`src/design/variable_record_ring_buffer_defines.svh`:
```
// Assertion macros for the variable record ring buffer.
// Depends on clk_i and rst_ni in the module that uses them.
`ifndef VARIABLE_RECORD_RING_BUFFER_DEFINES_SVH
`define VARIABLE_RECORD_RING_BUFFER_DEFINES_SVH
`ifndef ASSERT_OFF
`define VRRB_ASSERT_IMPLIES(lbl, ante, cons, msg) \
  lbl: assert property (@(posedge clk_i) disable iff (!rst_ni) (ante) |-> (cons)) \
    else $error(msg);
`define VRRB_ASSERT_NEVER(lbl, expr, msg) \
  lbl: assert property (@(posedge clk_i) disable iff (!rst_ni) !(expr)) \
    else $error(msg);
`else
`define VRRB_ASSERT_IMPLIES(lbl, ante, cons, msg)
`define VRRB_ASSERT_NEVER(lbl, expr, msg)
`endif
`endif

```
`src/design/vrrb_pkg.sv`:
```
// Shared types and codes of the variable record ring buffer.
// No dependencies.
package vrrb_pkg;

  localparam int unsigned CapacityBytesDefault = 2048;

  localparam logic [2:0] CmdWriteBegin = 3'd0;
  localparam logic [2:0] CmdPayload    = 3'd1;
  localparam logic [2:0] CmdRead       = 3'd2;
  localparam logic [2:0] CmdUnblock    = 3'd3;
  localparam logic [2:0] CmdNextId     = 3'd4;

  localparam logic [1:0] StOk    = 2'd0;
  localparam logic [1:0] StFull  = 2'd1;
  localparam logic [1:0] StError = 2'd2;
  localparam logic [1:0] StNone  = 2'd3;

  localparam logic [31:0] PadType = 32'hFFFF_FFFF;

  typedef enum logic [2:0] {
    OP_WRITE,
    OP_PAYLOAD,
    OP_READ,
    OP_UNBLOCK,
    OP_NEXT_ID,
    OP_REJECT
  } op_e;

  typedef struct packed {
    logic [2:0]  command;
    logic [30:0] msg_type;
    logic [11:0] msg_length;
    logic [63:0] data_word;
  } in_t;

  typedef struct packed {
    logic [1:0]  status;
    logic [30:0] out_type;
    logic [8:0]  out_length;
    logic [10:0] rec_index;
    logic [63:0] out_data;
    logic [62:0] correlation_id;
    logic        last;
  } out_t;

  typedef struct packed {
    op_e         op;
    logic [30:0] msg_type;
    logic [11:0] msg_length;
    logic [63:0] data_word;
  } q_entry_t;

endpackage

```
`src/design/vrrb_queue.sv`:
```
// Two-entry command queue between the front and back parts.
// Depends on vrrb_pkg.
module vrrb_queue (
  input  logic               clk_i,
  input  logic               rst_ni,
  input  logic               push_i,
  input  vrrb_pkg::q_entry_t entry_i,
  output logic               full_o,
  input  logic               pop_i,
  output logic               valid_o,
  output vrrb_pkg::q_entry_t entry_o
);
  import vrrb_pkg::*;

  q_entry_t   slot_q [2];
  logic       wptr_q, wptr_d;
  logic       rptr_q, rptr_d;
  logic [1:0] count_q, count_d;

  assign full_o  = (count_q == 2'd2);
  assign valid_o = (count_q != 2'd0);
  assign entry_o = slot_q[rptr_q];

  always_comb begin
    wptr_d  = wptr_q;
    rptr_d  = rptr_q;
    count_d = count_q;
    if (push_i) begin
      wptr_d = ~wptr_q;
    end
    if (pop_i) begin
      rptr_d = ~rptr_q;
    end
    if (push_i && !pop_i) begin
      count_d = count_q + 2'd1;
    end else if (pop_i && !push_i) begin
      count_d = count_q - 2'd1;
    end
  end

  always_ff @(posedge clk_i or negedge rst_ni) begin
    if (!rst_ni) begin
      wptr_q  <= 1'b0;
      rptr_q  <= 1'b0;
      count_q <= 2'd0;
    end else begin
      wptr_q  <= wptr_d;
      rptr_q  <= rptr_d;
      count_q <= count_d;
    end
  end

  always_ff @(posedge clk_i) begin
    if (push_i) begin
      slot_q[wptr_q] <= entry_i;
    end
  end

endmodule

```
`config.mk`:
```
export PLATFORM = sky130hd
export DESIGN_NAME = vrrb_queue
export DESIGN_NICKNAME = d
export VERILOG_FILES = /design/src/design/variable_record_ring_buffer_defines.svh /design/src/design/vrrb_pkg.sv /design/src/design/vrrb_queue.sv
export SDC_FILE = /design/constraint.sdc
export NUM_CORES = 1
export LEC_CHECK = 0
export BUFFER_PORTS_ARGS = -buffer_cell sky130_fd_sc_hd__buf_4
export CORE_AREA = 2 2 184 186
export DETAILED_ROUTE_END_ITERATION = 10
export DIE_AREA = 0 0 186 188
export GPL_TIMING_DRIVEN = 0
export PLACE_DENSITY_LB_ADDON = 0.1
export REMOVE_ABC_BUFFERS = 1
export SYNTH_ARGS = -nofsm -noshare
export SYNTH_HDL_FRONTEND = slang
export SYNTH_SLANG_ARGS = --single-unit
export TNS_END_PERCENT = 30
```
`constraint.sdc`:
```
create_clock -name clk_i -period 6.1 [get_ports clk_i]
set_clock_uncertainty 0.15 [all_clocks]
set_input_delay 0 -clock clk_i [delete_from_list [all_inputs] [get_ports clk_i]]
set_output_delay 0 -clock clk_i [all_outputs]
set_load 0.03 [all_outputs]
```
==> results.yml <==
detailed_routing:
  drt_first_pass_iters: 4
  drtIter0Drc: 165
  drc: 0
  ant_nets: 0
  vias: 4632
  avgViaCountPerCell: 3.90
  wirelength_mm: 17.9
  wire_per_inst_um: 15.1
cts:
  tritoncts: "done"
  htreeDepth: 1
  cts.path.max_buffers: 3
  cts_inserted_buffers: 27
  cts_setup_buffers: 0
  clkSinkCount: 224
  clock_latency_ns: 0.52
  hold_buffers: 114
  path_clk_slew_ns: 0.05
  ctsResizeCount: 0
  cts-root-buf: "clkbuf_16"
sta:
  hold_viol_final: 0
  setup_ws_ns: 3.77
  max_slew_margin_pct: 60.0
  setup_viol: 0
  fin_crit_sh_pct: 38.1
  clock.fmax_mhz: 430
  max_slew.worst_pin.slew_ns: 0.598
  slew_violations: 0
  rsz0062_at_grt: "no"
  final.min_clock_period_ns: 2.33
worst_setup_path:
  worstPathCellList: "buf_16, mux2_2, buf_4"
  slowest_delay_ns: 0.74
  endpoint_kind: "output pin"
  cp.required_ns: 5.95
  crit_path_top_delay_cell: "dfrtp_4"
  crit_arrival_ns: 2.18
  start_kind: "flop"
  criticalPathCategory: "flop to output pin"
  critPathMaxFanout: 47
run:
  drv_cap: 0
synth:
  synthMuxAreaShare_pct: 15.2
  synthAdderAreaFrac_pct: 0.153
  postSynthAreaPerCell_um2: 22.8
  synthSimpleGateAreaFrac_pct: 0.353
  synth-warning-count: 0
  ys_top_cells_by_area: "edfxtp_1 (81%), mux2_2 (15%), buf_6 (1.4%)"
  synthXorXnorAreaFrac_pct: 0.537
  synth_area_um2: 8160
  synth_top_family_by_area: "multiplexers"
  synth_cells: 358
  synthDistinctLibCells: 13
  yosysSeqAreaShare_pct: 82.2
  synth_compound_area_share_pct: 0
  synth.ff_latch_count: 224
  yosysTopAreaCellShare_pct: 81.0
  synth_area_leader_cell: "edfxtp_1"
power:
  clockPowerShare_pct: 25.1
  p_leak_nw: 4.63
  seq_power_share_pct: 37.7
  power.density_nw_per_um2: 459
  power.share.switching_pct: 33.5
  internal_power_mw: 3.79
  ir_worst_vdd_v: 0.000266
  switchingPower_mw: 1.91
  p_comb_share_pct: 37.1
place:
  placed_cell_area_um2: 10500
  port_buffers: 225
  dp_hpwl_mm: 11.7
  globalplace.congestion: 0.657
  dpl_worst_slack_ns: 3.96
final_layout:
  drive_gt1_share_pct: 51.6
  n_antenna_cell: 0
  area_growth_pct: 52.3
  finalNetCount: 837
  final_cell_area_um2: 12400
die:
  die_area_um2: 35000
  die_h_um: 188
  core_um2: 33100
  row_count: 67
  start_util_pct: 24.6
  io_pins: 226
  dieWidth_um: 186
grt:
  grt_antenna_before_repair: 0
  gr-total-overflow: 0
  grt_pass1_wl_mm: 26.7
  grtUsageTotal_pct: 9.81
  grt_max_degree: 48
  grt_pass1_vias: 5080
worst_hold_path:
  hp-class: "input pin to flop"
outcome:
  status: "complete, no violations"
-- metal layers --
layer	vias up	part of all wire, %	global-route usage [%]
met2	149	50	17.6
met3	28	6.7	2.54
met5	-	0	0
li1	2152	-	-
met4	0	3.0	3.30
met1	2303	40	11.2
-- power by group through the flow --
stage | registers (mW) | clock network, mW | logic [mW]
2_1_floorplan | 2.26 | 0 | 1.23
3_3_place_gp | 2.37 | 0 | 1.98
3_5_place_dp | 2.19 | 0 | 2.10
4_1_cts | 2.16 | 1.49 | 2.17
5_1_grt | 2.18 | 1.56 | 2.24
6_report | 2.15 | 1.43 | 2.12
-- synthesized netlist by cell type --
| cell type | number |
|---|---|
| edfxtp_1 | 220 |
| xnor2_1 | 1 |
| nor2_1 | 1 |
| xor2_1 | 4 |
| inv_1 | 1 |
| ha_1 | 1 |
| nor2b_1 | 2 |
| or2_2 | 1 |
| buf_2 | 2 |
| and2_1 | 1 |
| mux2_2 | 110 |
| dfrtp_1 | 4 |
| buf_6 | 10 |
-- layout by cell type (no fill, tap or decap), drive strengths merged --
| cell type | instances |
|---|---|
| mux2 | 110 |
| bufinv | 1 |
| xor2 | 4 |
| clkinv | 13 |
| nor2 | 1 |
| ha | 1 |
| xnor2 | 1 |
| or2 | 1 |
| edfxtp | 220 |
| dlygate4sd3 | 114 |
| dfrtp | 4 |
| clkbuf | 33 |
| nor2b | 2 |
| and2 | 1 |
| buf | 233 |
| inv | 2 |
-- layout make-up --
type / count / area (um2)
well taps: 448 / 561
clock buffers: 33 / 698
flip-flops and latches: 224 / 6710
clock inverters: 15 / 98.8
fillers: 3114 / 20700
multi-input cells: 121 / 1330
repair buffers: 347 / 3020
inverters: 1 / 3.75
-- path summary, 6_finish.rpt --
path	slack [ns]	depth (start not counted)	end	start
max	3.77	3	entry_o[32]	rptr_q
min	0.05	2	slot_q[0][91]	entry_i[91]
max reg2reg	4.01	4	slot_q[0][58]	wptr_q
min reg2reg	0.35	1	count_q[1]	count_q[1]
max in group asynchronous	5.36	3	rptr_q	rst_ni
min in group asynchronous	0.24	3	count_q[1]	rst_ni
-- per-stage QoR --
step	cells	total power, mW	hold slack, ns	TNS, ns	util (%)
6_report	1189	5.70	0.0547	0	37.5
5_1_grt	1189	5.98	0.0400	0	37.5
4_1_cts	1189	5.82	0.0214	0	37.5
3_5_place_dp	1027	4.29	-0.346	0	31.7
3_3_place_gp	1019	4.35	-0.351	-368.48	31.1
2_1_floorplan	346	3.49	-0.446	0	-
-- sequential cells by signal (all words and copies together), names as in the netlist --
name	cells
rptr_q	1
wptr_q	1
slot_q	220
count_q	2
-- kinds of logic after synthesis --
family | after synthesis
DFF | 224
xor gates and xnor gates | 5
muxes | 110
adders and majority gates | 1
buffers and inverters | 13
and+or+nand+nor | 5
-- worst max-delay path, delay by kind of cell, from the launching register on --
family   cells  cell delay [ns]
buf+inv      2             0.48
flops        1             0.74
mux          1             0.38
Note: power is estimated with default switching activity, not from simulation.
