===== src/design/variable_record_ring_buffer_defines.svh =====
// Assertion macros for the variable record ring buffer.
// Depends on clk_i and rst_ni in the module that uses them.
`ifndef VARIABLE_RECORD_RING_BUFFER_DEFINES_SVH
`define VARIABLE_RECORD_RING_BUFFER_DEFINES_SVH
`ifndef ASSERT_OFF
`define VRRB_ASSERT_IMPLIES(lbl, ante, cons, msg) \
  lbl: assert property (@(posedge clk_i) disable iff (!rst_ni) (ante) |-> (cons)) \
    else $error(msg);
`define VRRB_ASSERT_NEVER(lbl, expr, msg) \
  lbl: assert property (@(posedge clk_i) disable iff (!rst_ni) !(expr)) \
    else $error(msg);
`else
`define VRRB_ASSERT_IMPLIES(lbl, ante, cons, msg)
`define VRRB_ASSERT_NEVER(lbl, expr, msg)
`endif
`endif


===== src/design/vrrb_pkg.sv =====
// Shared types and codes of the variable record ring buffer.
// No dependencies.
package vrrb_pkg;

  localparam int unsigned CapacityBytesDefault = 2048;

  localparam logic [2:0] CmdWriteBegin = 3'd0;
  localparam logic [2:0] CmdPayload    = 3'd1;
  localparam logic [2:0] CmdRead       = 3'd2;
  localparam logic [2:0] CmdUnblock    = 3'd3;
  localparam logic [2:0] CmdNextId     = 3'd4;

  localparam logic [1:0] StOk    = 2'd0;
  localparam logic [1:0] StFull  = 2'd1;
  localparam logic [1:0] StError = 2'd2;
  localparam logic [1:0] StNone  = 2'd3;

  localparam logic [31:0] PadType = 32'hFFFF_FFFF;

  typedef enum logic [2:0] {
    OP_WRITE,
    OP_PAYLOAD,
    OP_READ,
    OP_UNBLOCK,
    OP_NEXT_ID,
    OP_REJECT
  } op_e;

  typedef struct packed {
    logic [2:0]  command;
    logic [30:0] msg_type;
    logic [11:0] msg_length;
    logic [63:0] data_word;
  } in_t;

  typedef struct packed {
    logic [1:0]  status;
    logic [30:0] out_type;
    logic [8:0]  out_length;
    logic [10:0] rec_index;
    logic [63:0] out_data;
    logic [62:0] correlation_id;
    logic        last;
  } out_t;

  typedef struct packed {
    op_e         op;
    logic [30:0] msg_type;
    logic [11:0] msg_length;
    logic [63:0] data_word;
  } q_entry_t;

endpackage


===== src/design/vrrb_front.sv =====
// Front part: takes commands and classifies them into queue entries.
// Depends on vrrb_pkg.
module vrrb_front #(
  parameter int unsigned CAPACITY_BYTES = vrrb_pkg::CapacityBytesDefault
) (
  input  logic               start_i,
  input  vrrb_pkg::in_t      req_i,
  output logic               busy_o,
  input  logic               clear_done_i,
  input  logic               q_full_i,
  output logic               push_o,
  output vrrb_pkg::q_entry_t entry_o
);
  import vrrb_pkg::*;

  localparam int unsigned RingWords = CAPACITY_BYTES / 8;

  logic too_long;

  assign busy_o   = q_full_i || !clear_done_i;
  assign push_o   = start_i && !busy_o;
  assign too_long = ({20'd0, req_i.msg_length} > 32'(RingWords));

  always_comb begin
    entry_o.msg_type   = req_i.msg_type;
    entry_o.msg_length = req_i.msg_length;
    entry_o.data_word  = req_i.data_word;
    unique case (req_i.command)
      CmdWriteBegin: begin
        entry_o.op = (too_long || req_i.msg_type == 31'd0) ? OP_REJECT : OP_WRITE;
      end
      CmdPayload: entry_o.op = OP_PAYLOAD;
      CmdRead:    entry_o.op = OP_READ;
      CmdUnblock: entry_o.op = OP_UNBLOCK;
      CmdNextId:  entry_o.op = OP_NEXT_ID;
      default:    entry_o.op = OP_REJECT;
    endcase
  end

endmodule


===== config.mk =====
export PLATFORM = sky130hd
export DESIGN_NAME = vrrb_front
export DESIGN_NICKNAME = d
export VERILOG_FILES = /design/src/design/variable_record_ring_buffer_defines.svh /design/src/design/vrrb_pkg.sv /design/src/design/vrrb_front.sv
export SDC_FILE = /design/constraint.sdc
export NUM_CORES = 1
export LEC_CHECK = 0
export ABC_AREA = 0
export BUFFER_PORTS_ARGS = -buffer_cell sky130_fd_sc_hd__buf_2
export CORE_AREA = 2 2 87 89
export DETAILED_ROUTE_END_ITERATION = 6
export DIE_AREA = 0 0 89 91
export PLACE_DENSITY = 0.52
export SLEW_MARGIN = 20
export SYNTH_ARGS = -nofsm -noshare
export SYNTH_HDL_FRONTEND = slang
export SYNTH_SLANG_ARGS = --single-unit

===== constraint.sdc =====
create_clock -name vclk -period 1.5
set_input_delay 0.15 -clock vclk [all_inputs]
set_output_delay 0.15 -clock vclk [all_outputs]
set_load 0.005 [all_outputs]

==> metrics.yaml, run 1 <==
global_routing:
  first_pass_grt_wire_length_um: 2970
  grt_start_max_net_pins: 5
  grt_antenna_before_repair: 0
  grt-ovfl-total: 0
  first_global_vias: 635
  grt_usage_pct: 4.72
die:
  start_util_pct: 13.3
  die_w_um: 89
  io_pins: 225
  fp.dieH_um: 91
  row_count: 31
  placeableCoreArea_um2: 7140
  die_outline_area_um2: 8100
placed_design:
  buffer_ports.inserted: 97
  dpl-instance-area_um2: 763
  gp_congestion: 0.609
  dp.final_hpwl_um: 2200
yosys:
  synth_fp_nets: 243
  ys_types: 15
  syn_area_um2: 950
  synth_top_area_share_pct: 84.6
  syn-mean-instance-area_um2: 7.31
  post-synth-top-area-cell: "sky130_fd_sc_hd__buf_4"
  synthTopCellsByArea: "sky130_fd_sc_hd__buf_4 85%, sky130_fd_sc_hd__nor4_1 5.3%, sky130_fd_sc_hd__nand4_1 1.3%"
  syn_inst: 130
  synth-seq-area-share_pct: 0
  yosys_warnings: 0
detailed_routing:
  wirelength_um: 2420
  drt_first_iter_violations: 1
  firstDrtPassIters: 2
  final_antenna_violating_net_count: 0
  vias_per_cell: 3.18
  detailroute.via_count: 700
  route.detailed.wl_per_inst_um: 11.0
  remaining_drc_errors: 0
critical_path:
  worstSetupEndpoint: "entry_o[107]"
  critical-path-max-stage-delay_ns: 0.54
  worst_setup_path_startpoint: "req_i[68]"
  cp_num_cells: 6
  critPathSlowestCell: "sky130_fd_sc_hd__or4_4"
  timing.critical_path.cells: "buf_6 -> or4_4 -> o21ai_2 -> o211ai_1 -> a21o_1 -> buf_2"
  critPathCaptureType: "output port"
  timing.critical_path.arrival_ns: 1.31
  worst-endpoint-required_ns: 1.35
  worst_path_dominant_cell_family: "simple AND/OR/NAND/NOR gates"
  path_max_fanout: 2
  start_to_end_type_of_the_worst_setup_path: "input pin to output port"
  startpoint_kind_of_the_worst_setup_timing_path: "input pin"
  critPathBufInv: 2
sta:
  hold_violations: 0
  maxSlewViolCount: 0
  worst_pin_slew_ns: 0.254
  rsz0062_at_grt: "true"
  max_clock_freq_mhz: 683
  max_transition_margin_pct: 82.9
  finalSetupViolations: 0
  period_minus_slack_ns: 1.46
  fin_hold_ws_ns: 0.300
  finalSetupTns_ns: 0
  period_share_pct: 97.6
worst_hold_path:
  min_path_type: "input pin to output port"
clock_tree:
  postCtsSetupRepairBufs: 0
  post_cts_hold_buffer_count: 0
status:
  outcome: "finished clean"
layout:
  fraction_of_the_core_area_covered_by_cells_at_the_end_of_the_flow_pct: 11.6
  area.growth.synth_to_final_pct: -12.6
  layout-drive-gt1-share_pct: 87.6
  clkbuf_count: 0
  antennaDiodeCount: 0
  area_of_all_sequential_standard_cells_um2: 0
  postLayoutCellArea_um2: 830
  num-nets-final: 236
  n_sequential_cell: 0
power_and_ir_drop:
  power.ir.vdd_worst_mv: 0.0353
  intPower_uw: 109
  p_comb_share_pct: 100.0
  power_uw: 188
  power.share.sequential_pct: 0
  power_frac_clock_pct: 0
  sw_frac_of_total_pct: 42.3
  p_sw_uw: 79.7
  leakage_nw: 0.432
  power_density_nw_per_um2: 227
flow_run:
  maxCapViolCount: 0
[cells in the mapped netlist]
master                       n
sky130_fd_sc_hd__o21ai_1     1
sky130_fd_sc_hd__or4_4       1
sky130_fd_sc_hd__o211ai_1    1
sky130_fd_sc_hd__or4_1       1
sky130_fd_sc_hd__o21a_1      1
sky130_fd_sc_hd__nor2b_1     1
sky130_fd_sc_hd__buf_4     107
sky130_fd_sc_hd__nor3_1      1
sky130_fd_sc_hd__inv_1       1
sky130_fd_sc_hd__nand2b_1    1
sky130_fd_sc_hd__a21o_1      1
sky130_fd_sc_hd__nor2_1      2
sky130_fd_sc_hd__xnor2_1     1
sky130_fd_sc_hd__nor4_1      8
sky130_fd_sc_hd__nand4_1     2
[worst min path at each step]
stage / from / to / slack [ns] / cells after the start
floorplan: req_i[109] / entry_o[108] / 0.33 / 1
global placement: req_i[0] / entry_o[0] / 0.30 / 0
detailed placement: req_i[0] / entry_o[0] / 0.30 / 0
CTS: req_i[0] / entry_o[0] / 0.30 / 0
global route: req_i[22] / entry_o[22] / 0.30 / 0
finish: req_i[22] / entry_o[22] / 0.30 / 0
[cell families (layout without fill, tap and decap cells)]
logic type | Yosys count | after routing | share of synthesized area, %
AND/OR/NAND/NOR | 17 | 17 | 11.2
buffers and inverters | 108 | 99 | 85.0
AO/OA/AOI/OAI | 4 | 4 | 2.90
XOR/XNOR | 1 | 1 | 0.922
[per-layer routing]
metal | part of all wire (%) | vias up | wire length, um | GRT usage, %
met4 | 8.2 | 0 | 198 | 3.86
met1 | 24 | 287 | 573 | 2.89
met5 | 0 | - | 0 | 0
met2 | 51 | 83 | 1240 | 9.51
li1 | - | 298 | - | -
met3 | 17 | 32 | 411 | 2.00
[power groups by stage]
stage,clock network [mW],logic (mW),registers [mW]
4_1_cts,0,0.180,0
2_1_floorplan,0,0.249,0
5_1_grt,0,0.212,0
6_report,0,0.188,0
3_3_place_gp,0,0.174,0
3_5_place_dp,0,0.176,0
[stage by stage]
step	setup slack, ns	cells
2_1_floorplan	0.277	130
3_3_place_gp	-0.0589	220
3_5_place_dp	-0.0780	220
4_1_cts	-0.00326	220
5_1_grt	-0.0404	220
6_report	0.0355	220
[layout by cell type (no fill, tap or decap), drive strengths merged, types with 2 or more instances in the layout]
cell type,count
or4,2
nor4,8
buf,98
nor2,2
nand4,2
[area by class of cell]
type	count	area, um^2
well taps	99	124
fillers	867	6310
multi-input cells	22	190
inverters	1	3.75
repair buffers	98	512
[what timing repair did]
action / in CTS / in global routing
gates resized for setup: 3 / 8
pin swaps: 1 / 3
setup endpoints to repair: 2 / 2
(Power assumes the default switching activity.)
==> run 2: changes to the inputs <==
--- a/config.mk
+++ b/config.mk
@@ -7,10 +7,12 @@
 export LEC_CHECK = 0
 export ABC_AREA = 0
 export BUFFER_PORTS_ARGS = -buffer_cell sky130_fd_sc_hd__buf_2
-export CORE_AREA = 2 2 87 89
+export CELL_PAD_IN_SITES_DETAIL_PLACEMENT = 1
+export CELL_PAD_IN_SITES_GLOBAL_PLACEMENT = 1
+export CORE_MARGIN = 2
+export CORE_UTILIZATION = 12
 export DETAILED_ROUTE_END_ITERATION = 6
-export DIE_AREA = 0 0 89 91
-export PLACE_DENSITY = 0.52
+export PLACE_DENSITY = 0.82
 export SLEW_MARGIN = 20
 export SYNTH_ARGS = -nofsm -noshare
 export SYNTH_HDL_FRONTEND = slang
==> run 2 against run 1 <==
Compared with the run above:
- global-route usage is essentially flat
- final cell count grew 1.4%
- via count did not move
- non-clock buffer count did not move
- worst setup slack got worse by 0.011 ns
- hold slack stayed put
- count of clock-buffer cells in the layout is the same
- fmax fell by 0.74%
- utilization down 0.82 points
- critical endpoint unchanged
==> metrics.yaml, run 2 (synthesis gave the netlist of run 1 again) <==
status:
  outcome: "finished clean"
critical_path:
  timing.critical_path.arrival_ns: 1.33
  start_to_end_type_of_the_worst_setup_path: "input pin to output port"
  worst-endpoint-required_ns: 1.35
  critPathCaptureType: "output port"
  path_max_fanout: 2
  startpoint_kind_of_the_worst_setup_timing_path: "input pin"
power_and_ir_drop:
  leakage_nw: 0.433
  power_density_nw_per_um2: 230
  power.ir.vdd_worst_mv: 0.0363
  power_uw: 191
layout:
  antennaDiodeCount: 0
  mostFrequentLayoutCells: "94 x sky130_fd_sc_hd__buf_2, 4 x sky130_fd_sc_hd__nor4_1, 3 x sky130_fd_sc_hd__nor4_2"
  area.growth.synth_to_final_pct: -12.5
  fraction_of_the_core_area_covered_by_cells_at_the_end_of_the_flow_pct: 10.8
  area_of_all_sequential_standard_cells_um2: 0
  postLayoutCellArea_um2: 831
  n_sequential_cell: 0
  num-nets-final: 236
  clkbuf_count: 0
  layout.filler_cells: 969
  mostFrequentLayoutCell: "sky130_fd_sc_hd__buf_2"
  layout-drive-gt1-share_pct: 86.8
  layoutNonFillerInstCount: 223
detailed_routing:
  final_antenna_violating_net_count: 0
  top_routing_layer_in_use: "met4"
  wirelength_um: 2670
  wl_met1_um: 609
  detailroute.wirelength.met2_um: 1360
  detailroute.via_count: 700
  drt_first_iter_violations: 10
  route.detailed.wl_per_inst_um: 12.0
  detailroute.wirelength.met3_um: 448
  vias_per_cell: 3.14
  remaining_drc_errors: 0
  firstDrtPassIters: 2
sta:
  fin_hold_ws_ns: 0.300
  hold_violations: 0
  max_transition_margin_pct: 80.6
  rsz0062_at_grt: "true"
  worst_pin_slew_ns: 0.288
  period_minus_slack_ns: 1.48
  finalSetupViolations: 0
  postLayoutSetupSlackWorst_ns: 0.0246
  period_share_pct: 98.4
  finalSetupTns_ns: 0
  maxSlewViolCount: 0
  max_clock_freq_mhz: 678
die:
  fp.dieH_um: 93.0
  row_count: 32
  placeableCoreArea_um2: 7690
  start_util_pct: 12.4
  die_w_um: 93.0
  io_pins: 225
  die_outline_area_um2: 8640
placed_design:
  placement.setup.worst_slack_ns: -0.0758
  dp.final_hpwl_um: 2400
  dpl-instance-area_um2: 767
  numPlacedInstances: 223
  buffer_ports.inserted: 97
  gp_congestion: 0.573
clock_tree:
  postCtsSetupRepairBufs: 0
  post_cts_hold_buffer_count: 0
flow_run:
  maxCapViolCount: 0
global_routing:
  grt_start_max_net_pins: 5
  first_global_vias: 656
  grt-ovfl-total: 0
  grt_antenna_before_repair: 0
  first_pass_grt_wire_length_um: 3240
  grt_usage_pct: 4.74
worst_hold_path:
  min_path_type: "input pin to output port"
-- run 2: final timing paths --
| path | from | to | cells after the start |
|---|---|---|---|
| min | req_i[28] | entry_o[28] | 0 |
| max | req_i[64] | entry_o[107] | 6 |
-- run 2: report_power, final --
| group | total, mW | switching (mW) | leakage [nW] | internal, mW |
|---|---|---|---|---|
| registers | 0 | 0 | 0 | 0 |
| clock network | 0 | 0 | 0 | 0 |
| logic | 0.191 | 0.0819 | 0.433 | 0.109 |
-- run 2: critical path: stages --
cell and delay, ns:
sky130_fd_sc_hd__buf_2 0.10, sky130_fd_sc_hd__or4_4 0.52, sky130_fd_sc_hd__o21ai_2 0.14, sky130_fd_sc_hd__o211ai_1 0.12, sky130_fd_sc_hd__a21o_1 0.18, sky130_fd_sc_hd__buf_2 0.12
-- run 2: layer usage --
metal  global-route usage [%]  up-vias
met2                     9.12       86
met3                     1.63       36
li1                         -      296
met4                     4.90        0
met1                     3.36      282
met5                        0        -
-- run 2: area by class of cell --
cell class | count | area, um^2 | share of cell area [%]
repair buffers | 98 | 515 | 62.0
inverters | 1 | 3.75 | 0.452
well taps | 102 | 128 | 15.4
multi-input cells | 22 | 184 | 22.1
-- run 2: repair_timing --
action	4_1_cts	5_1_grt
pin swaps	2	2
cloned	0	0
setup endpoints to repair	2	2
gates resized for setup	4	8
